===== src/hdl/accel_fifo_sample_decoder_assert.svh =====
// Assertion macros for the accelerometer FIFO sample decoder.
`ifndef ACCEL_FIFO_SAMPLE_DECODER_ASSERT_SVH
`define ACCEL_FIFO_SAMPLE_DECODER_ASSERT_SVH

// Same-cycle implication, checked on i_clk with i_rst_n low as reset.
`define AFSD_ASSERT_NOW(lbl, ante, cons, msg) \
    lbl: assert property (@(posedge i_clk) disable iff (!i_rst_n) (ante) |-> (cons)) \
        else $error(msg);

// Next-cycle implication, checked on i_clk with i_rst_n low as reset.
`define AFSD_ASSERT_NEXT(lbl, ante, cons, msg) \
    lbl: assert property (@(posedge i_clk) disable iff (!i_rst_n) (ante) |=> (cons)) \
        else $error(msg);

`endif


===== src/hdl/afsd_pkg.sv =====
// Shared types and constants for the accelerometer FIFO sample decoder.
package afsd_pkg;

    localparam int BYTE_W      = 8;
    localparam int RAW_W       = 14;
    localparam int COUNT_W     = 10;
    localparam int RANGE_W     = 2;
    localparam int PHASE_W     = 3;
    localparam int QUEUE_DEPTH_DEF = 2;

    localparam logic [RANGE_W-1:0] RANGE_2G = 2'd0;
    localparam logic [RANGE_W-1:0] RANGE_4G = 2'd1;
    localparam logic [RANGE_W-1:0] RANGE_8G = 2'd2;

    localparam logic [COUNT_W-1:0] COUNT_MAX = 10'd1023;

    typedef enum logic [1:0] {
        AXIS_X = 2'd0,
        AXIS_Y = 2'd1,
        AXIS_Z = 2'd2
    } t_axis;

    typedef struct packed {
        t_axis            axis;
        logic             burst;
        logic [RAW_W-1:0] raw;
    } t_entry;

endpackage


===== src/hdl/afsd_byte_if.sv =====
// Request channel carrying raw FIFO bytes.
interface afsd_byte_if;
    logic       valid;
    logic       ready;
    logic [7:0] fifo_byte;
    logic       burst_start;

    modport source(output valid, output fifo_byte, output burst_start, input ready);
    modport sink(input valid, input fifo_byte, input burst_start, output ready);
endinterface


===== src/hdl/afsd_set_if.sv =====
// Request channel carrying decoded X/Y/Z sets.
interface afsd_set_if;
    logic              valid;
    logic              ready;
    logic signed [13:0] x_mg;
    logic signed [13:0] y_mg;
    logic signed [13:0] z_mg;
    logic              set_valid;
    logic [9:0]        valid_sets;

    modport source(output valid, output x_mg, output y_mg, output z_mg,
                   output set_valid, output valid_sets, input ready);
    modport sink(input valid, input x_mg, input y_mg, input z_mg,
                 input set_valid, input valid_sets, output ready);
endinterface


===== src/hdl/accel_fifo_sample_decoder.sv =====
// Top level of the accelerometer FIFO sample decoder.
//
// i_byte takes one raw FIFO byte per request, high byte of each entry first;
// burst_start on a byte restarts framing and clears the valid-set tracking.
// Every sixth byte of a burst yields one X/Y/Z set on o_set, scaled to
// milli-g by the range register (i_cfg_we / i_cfg_wdata: 0 = 2g, 1 = 4g,
// 2 = 8g, 3 treated as 2g), with a set_valid flag and a saturating count.
// Throughput: one byte per cycle sustained while o_set is not stalled. The
// framer pushes one entry every two bytes into a short queue; the decoder
// drains one entry a cycle unless a Z entry waits for the output register.
// Each set passes through the queue register, then the output register.
// When o_set stalls, the decoder holds the Z entry, the queue fills, and
// i_byte.ready drops on the next low byte; high bytes are still taken.
// Reset (i_rst_n low, synchronous) empties the queue and output register,
// sets framing to the first byte and the range to 2g.
module accel_fifo_sample_decoder #(
    parameter int QUEUE_DEPTH = afsd_pkg::QUEUE_DEPTH_DEF
) (
    input  logic                         i_clk,
    input  logic                         i_rst_n,
    input  logic                         i_cfg_we,
    input  logic [afsd_pkg::RANGE_W-1:0] i_cfg_wdata,
    afsd_byte_if.sink                    i_byte,
    afsd_set_if.source                   o_set
);
    import afsd_pkg::*;

    logic   w_push_valid, w_push_ready;
    t_entry w_push_data;
    logic   w_pop_valid, w_pop_ready;
    t_entry w_pop_data;

    afsd_front u_front (
        .i_clk        (i_clk),
        .i_rst_n      (i_rst_n),
        .i_byte       (i_byte),
        .o_push_valid (w_push_valid),
        .i_push_ready (w_push_ready),
        .o_push_data  (w_push_data)
    );

    afsd_queue #(
        .DEPTH (QUEUE_DEPTH)
    ) u_queue (
        .i_clk        (i_clk),
        .i_rst_n      (i_rst_n),
        .i_push_valid (w_push_valid),
        .o_push_ready (w_push_ready),
        .i_push_data  (w_push_data),
        .o_pop_valid  (w_pop_valid),
        .i_pop_ready  (w_pop_ready),
        .o_pop_data   (w_pop_data)
    );

    afsd_back u_back (
        .i_clk       (i_clk),
        .i_rst_n     (i_rst_n),
        .i_cfg_we    (i_cfg_we),
        .i_cfg_wdata (i_cfg_wdata),
        .i_pop_valid (w_pop_valid),
        .o_pop_ready (w_pop_ready),
        .i_pop_data  (w_pop_data),
        .o_set       (o_set)
    );

`include "accel_fifo_sample_decoder_assert.svh"

    `AFSD_ASSERT_NOW(a_push_has_room, w_push_valid, w_push_ready,
        "framer pushed an entry into a full queue")
    `AFSD_ASSERT_NEXT(a_set_from_z, w_pop_valid && w_pop_ready && w_pop_data.axis == AXIS_Z,
        o_set.valid, "Z entry decoded but no set presented")
    `AFSD_ASSERT_NOW(a_valid_counted, o_set.valid && o_set.set_valid,
        o_set.valid_sets != '0, "valid set reported with zero count")
endmodule


===== src/hdl/afsd_front.sv =====
// Byte framing: pairs FIFO bytes into tagged axis entries.
module afsd_front (
    input  logic                  i_clk,
    input  logic                  i_rst_n,
    afsd_byte_if.sink             i_byte,
    output logic                  o_push_valid,
    input  logic                  i_push_ready,
    output afsd_pkg::t_entry      o_push_data
);
    import afsd_pkg::*;

    logic [PHASE_W-1:0] r_phase, n_phase;
    logic [BYTE_W-1:0]  r_hi;
    logic               r_burst;
    logic [PHASE_W-1:0] eff_phase;
    logic               accept;

    assign i_byte.ready = !r_phase[0] || i_push_ready;
    assign accept       = i_byte.valid && i_byte.ready;

    always_comb begin
        eff_phase = r_phase;
        if (i_byte.burst_start || r_phase > PHASE_W'(5)) begin
            eff_phase = '0;
        end
        n_phase = r_phase;
        if (accept) begin
            n_phase = (eff_phase == PHASE_W'(5)) ? '0 : eff_phase + PHASE_W'(1);
        end
    end

    assign o_push_valid      = accept && eff_phase[0];
    assign o_push_data.axis  = t_axis'(eff_phase[2:1]);
    assign o_push_data.burst = r_burst && (eff_phase[2:1] == 2'd0);
    assign o_push_data.raw   = {r_hi[RAW_W-BYTE_W-1:0], i_byte.fifo_byte};

    always_ff @(posedge i_clk) begin
        if (!i_rst_n) begin
            r_phase <= '0;
        end else begin
            r_phase <= n_phase;
        end
    end

    always_ff @(posedge i_clk) begin
        if (accept && !eff_phase[0]) begin
            r_hi    <= i_byte.fifo_byte;
            r_burst <= i_byte.burst_start;
        end
    end
endmodule


===== src/hdl/afsd_queue.sv =====
// Short entry queue between framing and decode.
module afsd_queue #(
    parameter int DEPTH = afsd_pkg::QUEUE_DEPTH_DEF
) (
    input  logic             i_clk,
    input  logic             i_rst_n,
    input  logic             i_push_valid,
    output logic             o_push_ready,
    input  afsd_pkg::t_entry i_push_data,
    output logic             o_pop_valid,
    input  logic             i_pop_ready,
    output afsd_pkg::t_entry o_pop_data
);
    import afsd_pkg::*;

    localparam int PTR_W = (DEPTH > 1) ? $clog2(DEPTH) : 1;
    localparam int CNT_W = $clog2(DEPTH + 1);

    t_entry           r_mem [DEPTH];
    logic [PTR_W-1:0] r_wptr, r_rptr;
    logic [CNT_W-1:0] r_count;
    logic             push, pop;

    assign o_push_ready = r_count != CNT_W'(DEPTH);
    assign o_pop_valid  = r_count != '0;
    assign o_pop_data   = r_mem[r_rptr];
    assign push         = i_push_valid && o_push_ready;
    assign pop          = o_pop_valid && i_pop_ready;

    always_ff @(posedge i_clk) begin
        if (!i_rst_n) begin
            r_wptr  <= '0;
            r_rptr  <= '0;
            r_count <= '0;
        end else begin
            if (push) begin
                r_wptr <= (r_wptr == PTR_W'(DEPTH - 1)) ? '0 : r_wptr + PTR_W'(1);
            end
            if (pop) begin
                r_rptr <= (r_rptr == PTR_W'(DEPTH - 1)) ? '0 : r_rptr + PTR_W'(1);
            end
            if (push && !pop) begin
                r_count <= r_count + CNT_W'(1);
            end else if (pop && !push) begin
                r_count <= r_count - CNT_W'(1);
            end
        end
    end

    always_ff @(posedge i_clk) begin
        if (push) begin
            r_mem[r_wptr] <= i_push_data;
        end
    end
endmodule


===== src/hdl/afsd_back.sv =====
// Entry decode, scaling, set assembly and valid-set tracking.
module afsd_back (
    input  logic                          i_clk,
    input  logic                          i_rst_n,
    input  logic                          i_cfg_we,
    input  logic [afsd_pkg::RANGE_W-1:0]  i_cfg_wdata,
    input  logic                          i_pop_valid,
    output logic                          o_pop_ready,
    input  afsd_pkg::t_entry              i_pop_data,
    afsd_set_if.source                    o_set
);
    import afsd_pkg::*;

    logic [RANGE_W-1:0] r_range;
    logic [RAW_W-1:0]   r_hx, r_hy;
    logic               r_zero_seen;
    logic [COUNT_W-1:0] r_count;
    logic               r_out_valid;
    logic [RAW_W-1:0]   r_ox, r_oy, r_oz;
    logic               r_oset_valid;
    logic [COUNT_W-1:0] r_ocount;

    logic               slot_free, pop, is_z;
    logic               neg;
    logic [RAW_W-1:0]   mag, dec;
    logic               zero_cur, zero_now;
    logic [COUNT_W-1:0] count_cur, count_now;

    assign slot_free   = !r_out_valid || o_set.ready;
    assign is_z        = i_pop_data.axis == AXIS_Z;
    assign o_pop_ready = !is_z || slot_free;
    assign pop         = i_pop_valid && o_pop_ready;

    // sign-magnitude shift gives truncation toward zero
    always_comb begin
        neg = i_pop_data.raw[RAW_W-1];
        mag = neg ? (~i_pop_data.raw + RAW_W'(1)) : i_pop_data.raw;
        case (r_range)
            RANGE_4G: mag = mag >> 1;
            RANGE_8G: mag = mag;
            default:  mag = mag >> 2;
        endcase
        dec = neg ? (RAW_W'(0) - mag) : mag;

        zero_cur  = i_pop_data.burst ? 1'b0 : r_zero_seen;
        count_cur = i_pop_data.burst ? '0 : r_count;
        zero_now  = zero_cur || (r_hx == '0 && r_hy == '0 && dec == '0);
        count_now = count_cur;
        if (!zero_now && count_cur != COUNT_MAX) begin
            count_now = count_cur + COUNT_W'(1);
        end
    end

    always_ff @(posedge i_clk) begin
        if (!i_rst_n) begin
            r_range     <= RANGE_2G;
            r_zero_seen <= 1'b0;
            r_count     <= '0;
            r_out_valid <= 1'b0;
        end else begin
            if (i_cfg_we) begin
                r_range <= i_cfg_wdata;
            end
            if (pop) begin
                r_zero_seen <= is_z ? zero_now : zero_cur;
                r_count     <= is_z ? count_now : count_cur;
            end
            if (pop && is_z) begin
                r_out_valid <= 1'b1;
            end else if (o_set.ready) begin
                r_out_valid <= 1'b0;
            end
        end
    end

    always_ff @(posedge i_clk) begin
        if (!i_rst_n) begin
            r_hx <= '0;
            r_hy <= '0;
        end else if (pop) begin
            case (i_pop_data.axis)
                AXIS_X:  r_hx <= dec;
                AXIS_Y:  r_hy <= dec;
                default: ;
            endcase
        end
    end

    always_ff @(posedge i_clk) begin
        if (pop && is_z) begin
            r_ox         <= r_hx;
            r_oy         <= r_hy;
            r_oz         <= dec;
            r_oset_valid <= !zero_now;
            r_ocount     <= count_now;
        end
    end

    assign o_set.valid      = r_out_valid;
    assign o_set.x_mg       = $signed(r_ox);
    assign o_set.y_mg       = $signed(r_oy);
    assign o_set.z_mg       = $signed(r_oz);
    assign o_set.set_valid  = r_oset_valid;
    assign o_set.valid_sets = r_ocount;
endmodule


===== src/flat_wrapper.sv =====
// flat-port wrapper written by rule: the top's interface ports become plain ports
module accel_fifo_sample_decoder_flat import afsd_pkg::*;
#(
    parameter int QUEUE_DEPTH = afsd_pkg::QUEUE_DEPTH_DEF
)
  (i_clk, i_rst_n, i_cfg_we, i_cfg_wdata, i_byte_valid, i_byte_fifo_byte, i_byte_burst_start, i_byte_ready, o_set_valid, o_set_x_mg, o_set_y_mg, o_set_z_mg, o_set_set_valid, o_set_valid_sets, o_set_ready);
  afsd_byte_if i_byte_i ();
  afsd_set_if o_set_i ();
  input  logic i_clk;
  input  logic i_rst_n;
  input  logic i_cfg_we;
  input  logic [afsd_pkg::RANGE_W-1:0] i_cfg_wdata;
  input wire logic [$bits(i_byte_i.valid)-1:0] i_byte_valid;
  input wire logic [$bits(i_byte_i.fifo_byte)-1:0] i_byte_fifo_byte;
  input wire logic [$bits(i_byte_i.burst_start)-1:0] i_byte_burst_start;
  output wire logic [$bits(i_byte_i.ready)-1:0] i_byte_ready;
  output wire logic [$bits(o_set_i.valid)-1:0] o_set_valid;
  output wire logic [$bits(o_set_i.x_mg)-1:0] o_set_x_mg;
  output wire logic [$bits(o_set_i.y_mg)-1:0] o_set_y_mg;
  output wire logic [$bits(o_set_i.z_mg)-1:0] o_set_z_mg;
  output wire logic [$bits(o_set_i.set_valid)-1:0] o_set_set_valid;
  output wire logic [$bits(o_set_i.valid_sets)-1:0] o_set_valid_sets;
  input wire logic [$bits(o_set_i.ready)-1:0] o_set_ready;
  assign i_byte_i.valid = i_byte_valid;
  assign i_byte_i.fifo_byte = i_byte_fifo_byte;
  assign i_byte_i.burst_start = i_byte_burst_start;
  assign i_byte_ready = i_byte_i.ready;
  assign o_set_valid = o_set_i.valid;
  assign o_set_x_mg = o_set_i.x_mg;
  assign o_set_y_mg = o_set_i.y_mg;
  assign o_set_z_mg = o_set_i.z_mg;
  assign o_set_set_valid = o_set_i.set_valid;
  assign o_set_valid_sets = o_set_i.valid_sets;
  assign o_set_i.ready = o_set_ready;
  accel_fifo_sample_decoder #(.QUEUE_DEPTH(QUEUE_DEPTH)) u_core (.i_clk(i_clk), .i_rst_n(i_rst_n), .i_cfg_we(i_cfg_we), .i_cfg_wdata(i_cfg_wdata), .i_byte(i_byte_i), .o_set(o_set_i));
endmodule

===== config.mk =====
export PLATFORM = sky130hd
export DESIGN_NAME = accel_fifo_sample_decoder_flat
export DESIGN_NICKNAME = d
export VERILOG_FILES = /design/src/hdl/afsd_pkg.sv /design/src/hdl/afsd_byte_if.sv /design/src/hdl/afsd_set_if.sv /design/src/hdl/accel_fifo_sample_decoder.sv /design/src/hdl/afsd_front.sv /design/src/hdl/afsd_queue.sv /design/src/hdl/afsd_back.sv /design/src/flat_wrapper.sv
export VERILOG_INCLUDE_DIRS = /design/src /design/src/hdl
export SDC_FILE = /design/constraint.sdc
export NUM_CORES = 1
export LEC_CHECK = 0
export BUFFER_PORTS_ARGS = -buffer_cell sky130_fd_sc_hd__buf_4
export CORE_UTILIZATION = 44
export CTS_BUF_LIST = sky130_fd_sc_hd__clkbuf_4
export DETAILED_ROUTE_END_ITERATION = 8
export PLACE_DENSITY = 0.6
export REMOVE_ABC_BUFFERS = 1
export SLEW_MARGIN = 40
export SYNTH_ARGS = -nofsm -noshare
export SYNTH_HDL_FRONTEND = slang
export SYNTH_SLANG_ARGS = --single-unit

===== constraint.sdc =====
create_clock -name i_clk -period 9.5 [get_ports i_clk]
set_clock_uncertainty 0.1 [all_clocks]
set_input_delay 1.9 -clock i_clk [delete_from_list [all_inputs] [get_ports i_clk]]
set_output_delay 1.9 -clock i_clk [all_outputs]
set_load 0.05 [all_outputs]

* Word level (Yosys, flattened, before mapping)
Memory sizes are Yosys's and may differ from the RTL's. A register that Yosys moved wholly into a read port is not among the register bits. Index checks and enable logic that the tools add are counted.
Word-level totals: word-level logic and storage cells 89, output and inout bits 55, latch bits 0, RAM bits 34, register bits 109, memories 1, memory bits (read-only) 0, input bits 16
Memory list:
- u_core.u_queue.r_mem | words 2, width 17, read ports 1, clocked after Yosys merged registers in 1, write ports 1, line afsd_queue.sv:19 | t_entry r_mem [DEPTH];
Cells by class: shift operators 0, div/mod/pow operators 0, multipliers 0, add/subtract/negate cells 8, eq/ne operators 7, mux-type cells 20, reductions and logical operators 34, bitwise logic cells 1, magnitude comparators 1
Operator list (count):
- $logic_not 14->1 | 3
- $mux 10 | 3
- $mux 14 | 2
- $pmux 14 s2 | 1
- $add 14x1->14 const B | 1
- $not 14->14 | 1
- $sub 1x14->14 const A | 1
- $logic_and 1x1->1 | 12
- $add 10x1->10 const B | 1
- $mux 1 | 10
- $ne 10x10->1 const B | 1
- $logic_not 1->1 | 7
- $mux 3 | 2
- $reduce_bool 2->1 | 3
- $logic_or 1x1->1 | 5
- $eq 2x1->1 const B | 2
- $eq 2x2->1 const B | 2
- $logic_not 2->1 | 2
- $mux 2 | 2
- $reduce_and 2->1 | 2
- $add 3x1->3 const B | 1
- $eq 3x3->1 const B | 1
- $gt 3x3->1 const B | 1
- $add 1x1->1 const B | 2
- other kinds (3) | 3

* Longest topological paths before layout
Gate-level depths: netlist of run 1.
word-level depth 13, mapped depth 25, depth with buffers taken out 19

* Cells and area by module
From an unflattened synthesis of run 1, not the netlist that was laid out.
Unflattened totals: cell total of the unflattened synthesis 669, area, all modules 7186.9 µm²
Modules (own cells, without submodules):
- afsd_back | sequential area each 2432.3 µm², area an instance 5217.5 µm², cells each 547, times used 1
- afsd_queue | sequential area each 1121.1 µm², area an instance 1467.7 µm², cells each 77, times used 1
- afsd_front | sequential area each 270.3 µm², area an instance 501.7 µm², cells each 45, times used 1

* Worst setup path before layout of run 1
OpenSTA, ideal clock, no wires.
kind input to register, start point input o_set_ready, end point register u_core.u_back.r_zero_seen, buffers on the path 0, setup slack 2.249 ns, arrival 7.070 ns, stages on the path 6, cells stage by stage nor2b_1 a21oi_1 inv_1 nor3_1 a22oi_1 nor2b_1
Between the ends: longest elaborated chain between the ends 3
RTL lines:
- start, declared | line flat_wrapper.sv:23 | input wire logic [$bits(o_set_i.ready)-1:0] o_set_ready;
- $logic_or 1x1->1 | line afsd_back.sv:29 | assign slot_free = !r_out_valid || o_set.ready;
- $logic_or 1x1->1 | line afsd_back.sv:31 | assign o_pop_ready = !is_z || slot_free;
- $logic_and 1x1->1 | line afsd_back.sv:32 | assign pop = i_pop_valid && o_pop_ready;
- end signal, assigned | line afsd_back.sv:65 | r_zero_seen <= is_z ? zero_now : zero_cur;
- end, declared | line afsd_back.sv:16 | logic r_zero_seen;
No other way between the ends. A chain may end at the register's enable or synchronous reset.

==> results.sh, run 1 <==
export IMPL_status="completed"
export IMPL_pwr_share_seq_pct=44.5
export IMPL_critical_path_top_delay_family="compound AO/OA/AOI/OAI gates"
export IMPL_die_area_um2=16900
export IMPL_rsz0062_at_grt="no"
export IMPL_reg2reg_depth=14
export IMPL_maxSlewViolCount=0
export IMPL_synth_most_common_cell="edfxtp_1"
export IMPL_timing_rr_end="u_core.u_back.o_set.valid_sets[1]"
export IMPL_wire_per_inst_um=17.0
export IMPL_clockRootBuffer="clkbuf_4"
export IMPL_seq_area_frac_synth_pct=53.0
export IMPL_power_density_nw_per_um2=224
export IMPL_nFillCells=1448
export IMPL_drive_above_1_share_pct=21.7
export IMPL_tightestPinTransition_ps=790
export IMPL_core_area_um2=15900
export IMPL_ir_worst_vdd_uv=172
export IMPL_worstPathRequired_ps=9750
export IMPL_swShare_pct=39.7
export IMPL_synth_avg_cell_area_um2=11.2
export IMPL_initial_core_util_pct=45.2
export IMPL_gp_congestion=0.817
export IMPL_comb_power_share_pct=36.6
export IMPL_synth_ff_type="edfxtp_1"
export IMPL_drt_initial_drc_count=222
export IMPL_rows=46
export IMPL_whs_path_depth=0
export IMPL_cap_violations=0
export IMPL_fp_dieH_um=130
export IMPL_synth_distinct_cells=91
export IMPL_port_buffers=70
export IMPL_h_tree_depth=4
export IMPL_place_ws_ps=4310
export IMPL_holdPathEnd="u_core.u_queue.r_mem[1][13]"
export IMPL_path_cells="buf_4 -> mux2i_1 -> ha_1 -> or3b_2 -> o221ai_1 -> xor2_1 -> a2111oi_1 -> a21o_1 -> and4b_2 -> a21oi_1 -> xnor2_1 -> and4bb_4 -> a21oi_2 -> mux2_4"
export IMPL_cts_max_path_buffers=2
export IMPL_fmax_ghz=0.192
export IMPL_antenna_found_initial=1
export IMPL_drt_total_wl_um=16000
export IMPL_hp_start="u_core.u_front.r_hi[5]"
export IMPL_via_count=5284
export IMPL_cpPeakStageDelay_ps=530
export IMPL_hold_viol=0
export IMPL_clkLatencyLatePin_ps=570
export IMPL_register_area_um2=3820
export IMPL_viasPerCell=5.61
export IMPL_startpoint_type="flop"
export IMPL_path_buf_inv=1
export IMPL_synth_commonest_cells="edfxtp_1, nand2_1, dfxtp_1, nor2_1, inv_1"
export IMPL_p_sw_w=0.000725
export IMPL_multi_input_area_um2=3140
export IMPL_io_pins=71
export IMPL_synthArstFlopShare_pct=0
export IMPL_grt_pass1_vias=4997
export IMPL_rrSetupSlack_ps=4290
export IMPL_yosys_area_top_type_share_pct=39.2
export IMPL_synth_edff_count=94
export IMPL_p_leak_nw=3.09
export IMPL_cts_setup_buffers=0
export IMPL_ys_warnings_count=0
export IMPL_post_route_period_util_pct=54.9
export IMPL_grt_pass1_wl_um=25100
export IMPL_drc=0
export IMPL_cts_buffers=17
export IMPL_ant_nets=0
export IMPL_final_setup_viol_count=0
export IMPL_p_int_w=0.00110
export IMPL_overflow=0
export IMPL_grt_max_degree=58
export IMPL_cts_tree="done"
export IMPL_min_period_ps=5210
export IMPL_yosys_top_cells_area="edfxtp_1, dfxtp_1, nand2_1"
export IMPL_synth_seq_cells=144
export IMPL_netlist_instances=646
export IMPL_path_max_fanout=44
export IMPL_syn2layout_area_growth_pct=13.0
export IMPL_crit_slowest_cell="a2111oi_1"
export IMPL_ctsHoldBuffers=0
export IMPL_clk_pin_slew_ps=140
export IMPL_die_w_um=130
export IMPL_fin_ws_ps=4290
export IMPL_num_nets_final=734
export IMPL_cts_resized_gates=0
export IMPL_fin_setup_tns_ps=0
export IMPL_pwr_share_clk_pct=18.9
export IMPL_slew_headroom_pct=47.3
export IMPL_synth_top_area_cell="edfxtp_1"
export IMPL_grt_usage_pct=19.6
export IMPL_hold_class="reg -> reg"
export IMPL_cts_sinks=144
export IMPL_critical_path_class="reg -> reg"
export IMPL_worst_setup_path_end_kind="flop"
export IMPL_dp_hpwl_um=11300
export IMPL_arrival_ps=5460
export IMPL_drtPass1Iterations=5
export IMPL_netlist_area_um2=7210
==> metal layers <==
layer | share of wire, % | up-vias | track usage [%]
met3 | 3.4 | 21 | 4.39
met4 | 1.5 | 0 | 6.77
met2 | 50 | 109 | 33.1
met5 | 0 | - | 0
met1 | 45 | 2587 | 24.8
li1 | - | 2567 | -
==> power groups by stage <==
stage	combinational [W]	sequential (W)	clock, W
2_1_floorplan	0.000358	0.000953	0
3_3_place_gp	0.000656	0.000825	0
3_5_place_dp	0.000669	0.000828	0
4_1_cts	0.000671	0.000813	0.000356
5_1_grt	0.000723	0.000822	0.000382
6_report	0.000668	0.000814	0.000344
==> worst max path at each step <==
stage                     slack [ps]  cells past startpoint                                 to
after floorplan                 2250                      6          u_core.u_back.r_zero_seen
after global placement          4460                     14  u_core.u_back.o_set.valid_sets[1]
after detailed placement        4310                     14  u_core.u_back.o_set.valid_sets[1]
after CTS                       4280                     14  u_core.u_back.o_set.valid_sets[1]
after global routing            3920                     14  u_core.u_back.o_set.valid_sets[1]
final                           4290                     14  u_core.u_back.o_set.valid_sets[1]
==> cell usage in the layout (no fill, tap or decap), types with 4 or more instances in the layout <==
master	instances
and3_1	7
ha_1	6
xor2_1	11
or2_2	5
nor4_1	14
nand3_1	17
clkbuf_4	18
or3_1	8
clkinvlp_4	4
a31oi_1	6
inv_1	26
mux2_2	8
o21a_1	4
xnor2_1	11
dfxtp_1	50
nand4_1	9
buf_4	76
nand2_1	77
mux2i_1	23
a21o_1	6
nand2b_1	7
edfxtp_1	94
a211oi_1	5
and2_1	17
a21oi_1	18
o211a_1	16
o21ai_0	21
nor2b_1	9
nor3_1	11
o31ai_1	5
a21boi_0	11
a31o_1	7
nor2_1	26
==> through the flow <==
step	area [µm²]	hold slack, ps	utilization [%]	cells	total power (W)
4_1_cts	8150	366	51.1	941	0.00184
3_5_place_dp	7900	333	49.6	909	0.00150
2_1_floorplan	7050	321	-	617	0.00131
3_3_place_gp	7900	328	49.6	909	0.00148
6_report	8150	367	51.1	942	0.00183
5_1_grt	8150	367	51.1	942	0.00193
==> area by class of cell <==
type	instances	share of cell area, %
Multi-Input combinational cell	447	38.5
Clock inverter	14	1.32
Inverter	26	1.20
Antenna cell	1	0.0307
Timing Repair Buffer	76	7.00
Clock buffer	18	1.66
Tap cell	216	3.32
Sequential cell	144	46.9
==> registers in the layout, indices dropped and copies added, names as in the netlist, 10 cells and up, named ones only <==
signal,count
u_core.u_back.o_set.y_mg,14
u_core.u_back.r_hx,14
u_core.u_back.r_count,10
u_core.u_back.o_set.x_mg,14
u_core.u_queue.r_mem,34
u_core.u_back.r_hy,14
u_core.u_back.o_set.valid_sets,10
u_core.u_back.o_set.z_mg,14
==> cell families (layout without fill, tap and decap cells) <==
group	count (synthesis)	after routing	share of synthesized area [%]
simple gates	237	237	18.0
flops	144	144	53.0
fa+ha+maj	6	6	1.04
other cells	0	1	0
compound gates	149	149	16.9
buf+inv	55	134	3.51
xor+xnor	23	23	2.90
mux	32	32	4.65
Note: power is estimated with default switching activity, not from simulation.
==> run 2: changes to the inputs <==
- ABC_AREA: default -> 1
- PLACE_DENSITY: 0.6 -> 0.63
- clock period: 9.5 -> 4.2 ns (I/O delays scaled with it)
==> run 2 against run 1 <==
  * Power rose to 2.8 times the previous value
  * Area after synthesis fell by 2.8%
  * Wire length fell by 7.0%
  * Combinational power rose to 3.0 times the previous value
  * Largest cell class unchanged
==> results.sh, run 2 <==
export IMPL_status="completed"
export IMPL_clkLatencyLatePin_ps=560
export IMPL_cap_violations=0
export IMPL_cts_sinks=144
export IMPL_antenna_found_initial=1
export IMPL_synth_distinct_cells=38
export IMPL_hp_start="i_byte_burst_start"
export IMPL_ir_worst_vdd_uv=279
export IMPL_synth_commonest_cells="nand2_1, inv_1, edfxtp_1, nand3_1, dfxtp_1"
export IMPL_multi_input_area_um2=2680
export IMPL_fin_setup_tns_ps=0
export IMPL_cts_tree="done"
export IMPL_min_period_ps=3810
export IMPL_slew_headroom_pct=50.9
export IMPL_viasPerCell=5.01
export IMPL_p_leak_nw=3.57
export IMPL_cts_max_path_buffers=2
export IMPL_h_tree_depth=4
export IMPL_yosys_area_top_type_share_pct=40.3
export IMPL_largest_register_ffs=34
export IMPL_seq_area_frac_synth_pct=54.6
export IMPL_tightestPinTransition_ps=731
export IMPL_grt_pass1_vias=5331
export IMPL_core_area_um2=15400
export IMPL_dp_hpwl_um=10700
export IMPL_worstPathRequired_ps=4530
export IMPL_netlist_instances=787
export IMPL_synth_most_common_cell="nand2_1"
export IMPL_hold_viol=0
export IMPL_rows=45
export IMPL_wire_per_inst_um=13.6
export IMPL_path_max_fanout=16
export IMPL_worst_setup_path_end_kind="flop"
export IMPL_grt_pass1_wl_um=24800
export IMPL_clockRootBuffer="clkbuf_4"
export IMPL_synth_avg_cell_area_um2=8.90
export IMPL_ant_nets=0
export IMPL_synth_edff_count=94
export IMPL_post_route_period_util_pct=90.8
export IMPL_nFillCells=1399
export IMPL_drive_above_1_share_pct=22.5
export IMPL_drtPass1Iterations=5
export IMPL_critical_path_class="reg -> reg"
export IMPL_overflow=0
export IMPL_fin_ws_ps=386
export IMPL_fmax_ghz=0.262
export IMPL_drc=0
export IMPL_hold_class="in -> reg"
export IMPL_yosys_top_cells_area="edfxtp_1, dfxtp_1, nand2_1"
export IMPL_synth_ff_type="edfxtp_1"
export IMPL_cts_buffers=17
export IMPL_syn2layout_area_growth_pct=16.9
export IMPL_drt_total_wl_um=14900
export IMPL_drt_initial_drc_count=312
export IMPL_final_cell_mix="nand2_1, inv_1, edfxtp_1"
export IMPL_crit_slowest_cell="dfxtp_4"
export IMPL_fp_dieH_um=128
export IMPL_die_area_um2=16400
export IMPL_register_area_um2=3830
export IMPL_clk_pin_slew_ps=130
export IMPL_grt_usage_pct=19.3
export IMPL_gp_congestion=0.830
export IMPL_synth_seq_cells=144
export IMPL_placedCellCount=1056
export IMPL_instances_no_fill=1093
export IMPL_grt_max_degree=39
export IMPL_io_pins=71
export IMPL_synthArstFlopShare_pct=0
export IMPL_final_common_cell="nand2_1"
export IMPL_cpPeakStageDelay_ps=390
export IMPL_die_w_um=128
export IMPL_initial_core_util_pct=45.6
export IMPL_num_nets_final=889
export IMPL_power_density_nw_per_um2=615
export IMPL_arrival_ps=4150
export IMPL_final_setup_viol_count=0
export IMPL_top_register="u_core.u_queue.r_mem"
export IMPL_synth_top_area_cell="edfxtp_1"
export IMPL_netlist_area_um2=7010
export IMPL_cpMostUsedCell="nand2_1"
export IMPL_place_ws_ps=232
export IMPL_maxSlewViolCount=0
export IMPL_port_buffers=70
export IMPL_via_count=5477
export IMPL_ys_warnings_count=0
export IMPL_startpoint_type="flop"
export IMPL_rsz0062_at_grt="no"
## run 2: changes by cell type after synthesis, moves of 15 or more
cell	change
a21oi_1	+28
and2_1	-17
inv_1	+77
mux2i_1	-23
nand2_1	+102
nand2_2	+28
nand3_1	+58
nor2_1	+15
o211a_1	-16
o21ai_0	+19
## run 2: cells by family (layout without fill, tap and decap cells)
kind of cell / count (synthesis) / after routing / synth area share (%)
flip-flops: 144 / 144 / 54.6
AND/OR/NAND/NOR: 391 / 393 / 27.3
adder cells (fa/ha/maj): 6 / 6 / 1.07
AO/OA/AOI/OAI: 105 / 105 / 8.22
other: 0 / 2 / 0
buffers and inverters: 132 / 223 / 7.73
XOR/XNOR: 9 / 9 / 1.13
## run 2: path summary, 6_finish.rpt
path	cells past startpoint	end	slack (ps)
setup / recovery	29	u_core.u_back.r_count[5]	390
hold / removal	1	u_core.u_front.r_burst	360
setup reg to reg	29	u_core.u_back.r_count[5]	390
hold reg to reg	0	u_core.u_queue.r_mem[1][11]	360
## run 2: where the power goes
| part | switching, W | total (W) | internal [W] |
|---|---|---|---|
| Combinational | 0.00142 | 0.00203 | 0.000605 |
| Sequential | 0.000124 | 0.00194 | 0.00181 |
| Clock | 0.000523 | 0.00107 | 0.000551 |
## run 2: routing by layer
| metal | global-route usage [%] | routed length [µm] | share of wire, % | up-vias |
|---|---|---|---|---|
| met1 | 24.1 | 6850 | 46 | 2537 |
| met5 | 0 | 0 | 0 | - |
| met4 | 8.79 | 259 | 1.7 | 0 |
| li1 | - | - | - | 2772 |
| met3 | 3.67 | 587 | 3.9 | 19 |
| met2 | 32.3 | 7170 | 48 | 149 |
## run 2: what timing repair did
action	4_1_cts	5_1_grt
endpoints found under the setup margin	0	21
hold buffers	0	0
gates resized for setup	0	8
buffers inserted	0	1
## run 2: critical path, delay by kind of cell (launching register included)
kind	cells	cell delay, ps
and+or+nand+nor	19	1990
buffers and inverters	6	540
adders and majority gates	2	490
DFF	1	390
AOI/OAI and AO/OA	2	170
## run 2: through the flow
step	instance area (µm²)	hold WS (ps)	total power, W	utilization [%]
5_1_grt	8190	316	0.00539	53.3
2_1_floorplan	6870	321	0.00341	-
6_report	8190	361	0.00504	53.3
4_1_cts	8120	317	0.00506	52.9
3_5_place_dp	7760	334	0.00398	50.5
3_3_place_gp	7760	329	0.00392	50.5
## run 2: cell type report
type | count | share of cell area, %
sequential | 144 | 46.7
multi-input combinational | 513 | 32.7
timing repair buffer | 83 | 7.81
inverter | 108 | 5.00
tap | 211 | 3.22
clock inverter | 14 | 2.78
clock buffer | 18 | 1.65
antenna | 2 | 0.0611
==> run 3: changes to the inputs <==
- PLACE_DENSITY: 0.63 -> 0.6
- clock period: 4.2 -> 4.54 ns (I/O delays scaled with it)
==> run 3 against run 2 <==
  * Global-route usage fell by 0.56 points
  * Final cell count fell by 0.46%
  * Sequential power fell by 8%
  * Power fell by 14%
  * Fmax fell by 5.9%
  * Die area did not move
  * Via count fell by 2.5%
  * Clock power fell by 34%
  * Sequential share of layout area rose by 1.1 points
  * Combinational power fell by 8%
  * Critical path type unchanged
==> results.sh, run 3 (synthesized netlist as in run 2, its figures left out) <==
export IMPL_initial_core_util_pct=45.6
export IMPL_clkLatencyLatePin_ps=550
export IMPL_path_buf_inv=5
export IMPL_rows=45
export IMPL_drt_initial_drc_count=307
export IMPL_syn2layout_area_growth_pct=14.1
export IMPL_crit_cells=29
export IMPL_fmax_ghz=0.247
export IMPL_ir_worst_vdd_uv=237
export IMPL_multi_input_area_um2=2640
export IMPL_whs_path_depth=0
export IMPL_drt_total_wl_um=14400
export IMPL_cts_buffers=17
export IMPL_register_area_um2=3820
export IMPL_grt_pass1_vias=5050
export IMPL_core_area_um2=15400
export IMPL_power_density_nw_per_um2=544
export IMPL_top_register="u_core.u_queue.r_mem"
export IMPL_arrival_ps=4420
export IMPL_cts_sinks=144
export IMPL_final_setup_viol_count=0
export IMPL_overflow=0
export IMPL_die_area_um2=16400
export IMPL_path_max_fanout=19
export IMPL_fin_util_pct=52.0
export IMPL_hold_viol=0
export IMPL_worstPathRequired_ps=4910
export IMPL_antenna_found_initial=1
export IMPL_ctsHoldBuffers=0
export IMPL_cpMostUsedCell="nand2_1"
export IMPL_via_count=5342
export IMPL_clk_pin_slew_ps=130
export IMPL_startpoint_type="flop"
export IMPL_grt_usage_pct=18.7
export IMPL_cts_tree="done"
export IMPL_final_common_cell="nand2_1"
export IMPL_num_nets_final=885
export IMPL_cts_resized_gates=0
export IMPL_post_route_period_util_pct=89.3
export IMPL_grt_max_degree=38
export IMPL_gp_congestion=0.854
export IMPL_cts_setup_buffers=0
export IMPL_nFillCells=1456
export IMPL_crit_slowest_cell="dfxtp_1"
export IMPL_p_leak_nw=3.48
export IMPL_port_buffers=70
export IMPL_cts_max_path_buffers=2
export IMPL_cpPeakStageDelay_ps=360
export IMPL_die_w_um=128
export IMPL_final_area_um2=7990
export IMPL_rsz0062_at_grt="no"
export IMPL_dp_hpwl_um=10500
export IMPL_timing_rr_end="u_core.u_back.r_count[0]"
export IMPL_ant_nets=0
export IMPL_place_area_um2=7740
export IMPL_status="completed"
export IMPL_fin_setup_tns_ps=0
export IMPL_viasPerCell=4.91
export IMPL_grt_pass1_wl_um=23800
export IMPL_hold_ws_ps=356
export IMPL_wire_per_inst_um=13.2
export IMPL_drive_above_1_share_pct=21.9
export IMPL_critical_path_class="reg -> reg"
export IMPL_drtPass1Iterations=4
export IMPL_tightestPinTransition_ps=779
export IMPL_reg2reg_depth=29
export IMPL_io_pins=71
export IMPL_clockRootBuffer="clkbuf_4"
export IMPL_largest_register_ffs=34
export IMPL_drc=0
export IMPL_slew_headroom_pct=48.0
export IMPL_critical_path_top_delay_family="simple AND/OR/NAND/NOR gates"
export IMPL_rrSetupSlack_ps=490
export IMPL_final_cell_mix="nand2_1, inv_1, edfxtp_1"
export IMPL_worst_setup_path_end_kind="flop"
export IMPL_fp_dieH_um=128
export IMPL_cap_violations=0
export IMPL_hold_class="reg -> reg"
export IMPL_min_period_ps=4050
export IMPL_holdPathEnd="u_core.u_queue.r_mem[1][10]"
export IMPL_h_tree_depth=4
export IMPL_hp_start="u_core.u_front.r_hi[2]"
export IMPL_maxSlewViolCount=0
run 3: how the worst max path moves through the flow:
stage	startpoint	to
CTS	u_core.u_back.r_range[0]	u_core.u_back.r_count[4]
floorplan	flop	u_core.u_back.o_set.valid
global placement	u_core.u_back.r_range[0]	u_core.u_back.r_count[3]
detailed placement	u_core.u_back.r_range[0]	u_core.u_back.r_count[5]
global route	flop	u_core.u_back.r_count[0]
finish	flop	u_core.u_back.r_count[0]
run 3: cell type report:
| type | count | area share, % |
|---|---|---|
| inverter | 108 | 5.07 |
| clock buffer | 18 | 1.69 |
| clock inverter | 14 | 1.36 |
| timing repair buffer | 81 | 7.61 |
| sequential | 144 | 47.9 |
| tap | 211 | 3.30 |
| antenna | 1 | 0.0313 |
| multi-input combinational | 511 | 33.1 |
run 3: metrics by stage:
step           std cells  power [W]  worst slack, ps
2_1_floorplan        763    0.00316              569
3_3_place_gp        1055    0.00363              540
3_5_place_dp        1055    0.00368              432
4_1_cts             1087    0.00439              405
5_1_grt             1088    0.00467             87.5
6_report            1088    0.00434              486
run 3: layer usage:
layer	GRT usage [%]	wire length, µm	vias to the layer above
met3	3.96	509	29
met2	30.2	6680	121
met4	9.07	403	0
met1	23.9	6790	2427
li1	-	-	2765
met5	0	0	-
run 3: power by group:
| group | internal (W) | total, W | switching, W |
|---|---|---|---|
| sequential | 0.00167 | 0.00178 | 0.000104 |
| combinational | 0.000540 | 0.00186 | 0.00132 |
| clock | 0.000228 | 0.000709 | 0.000481 |
run 3: worst reg2reg max path, delay by kind of cell, from the launching register on:
family	cells	cell delay, ps
buffers and inverters	5	550
AND/OR/NAND/NOR	20	2290
adder cells (fa/ha/maj)	2	430
flip-flops	1	360
AO/OA/AOI/OAI	2	240
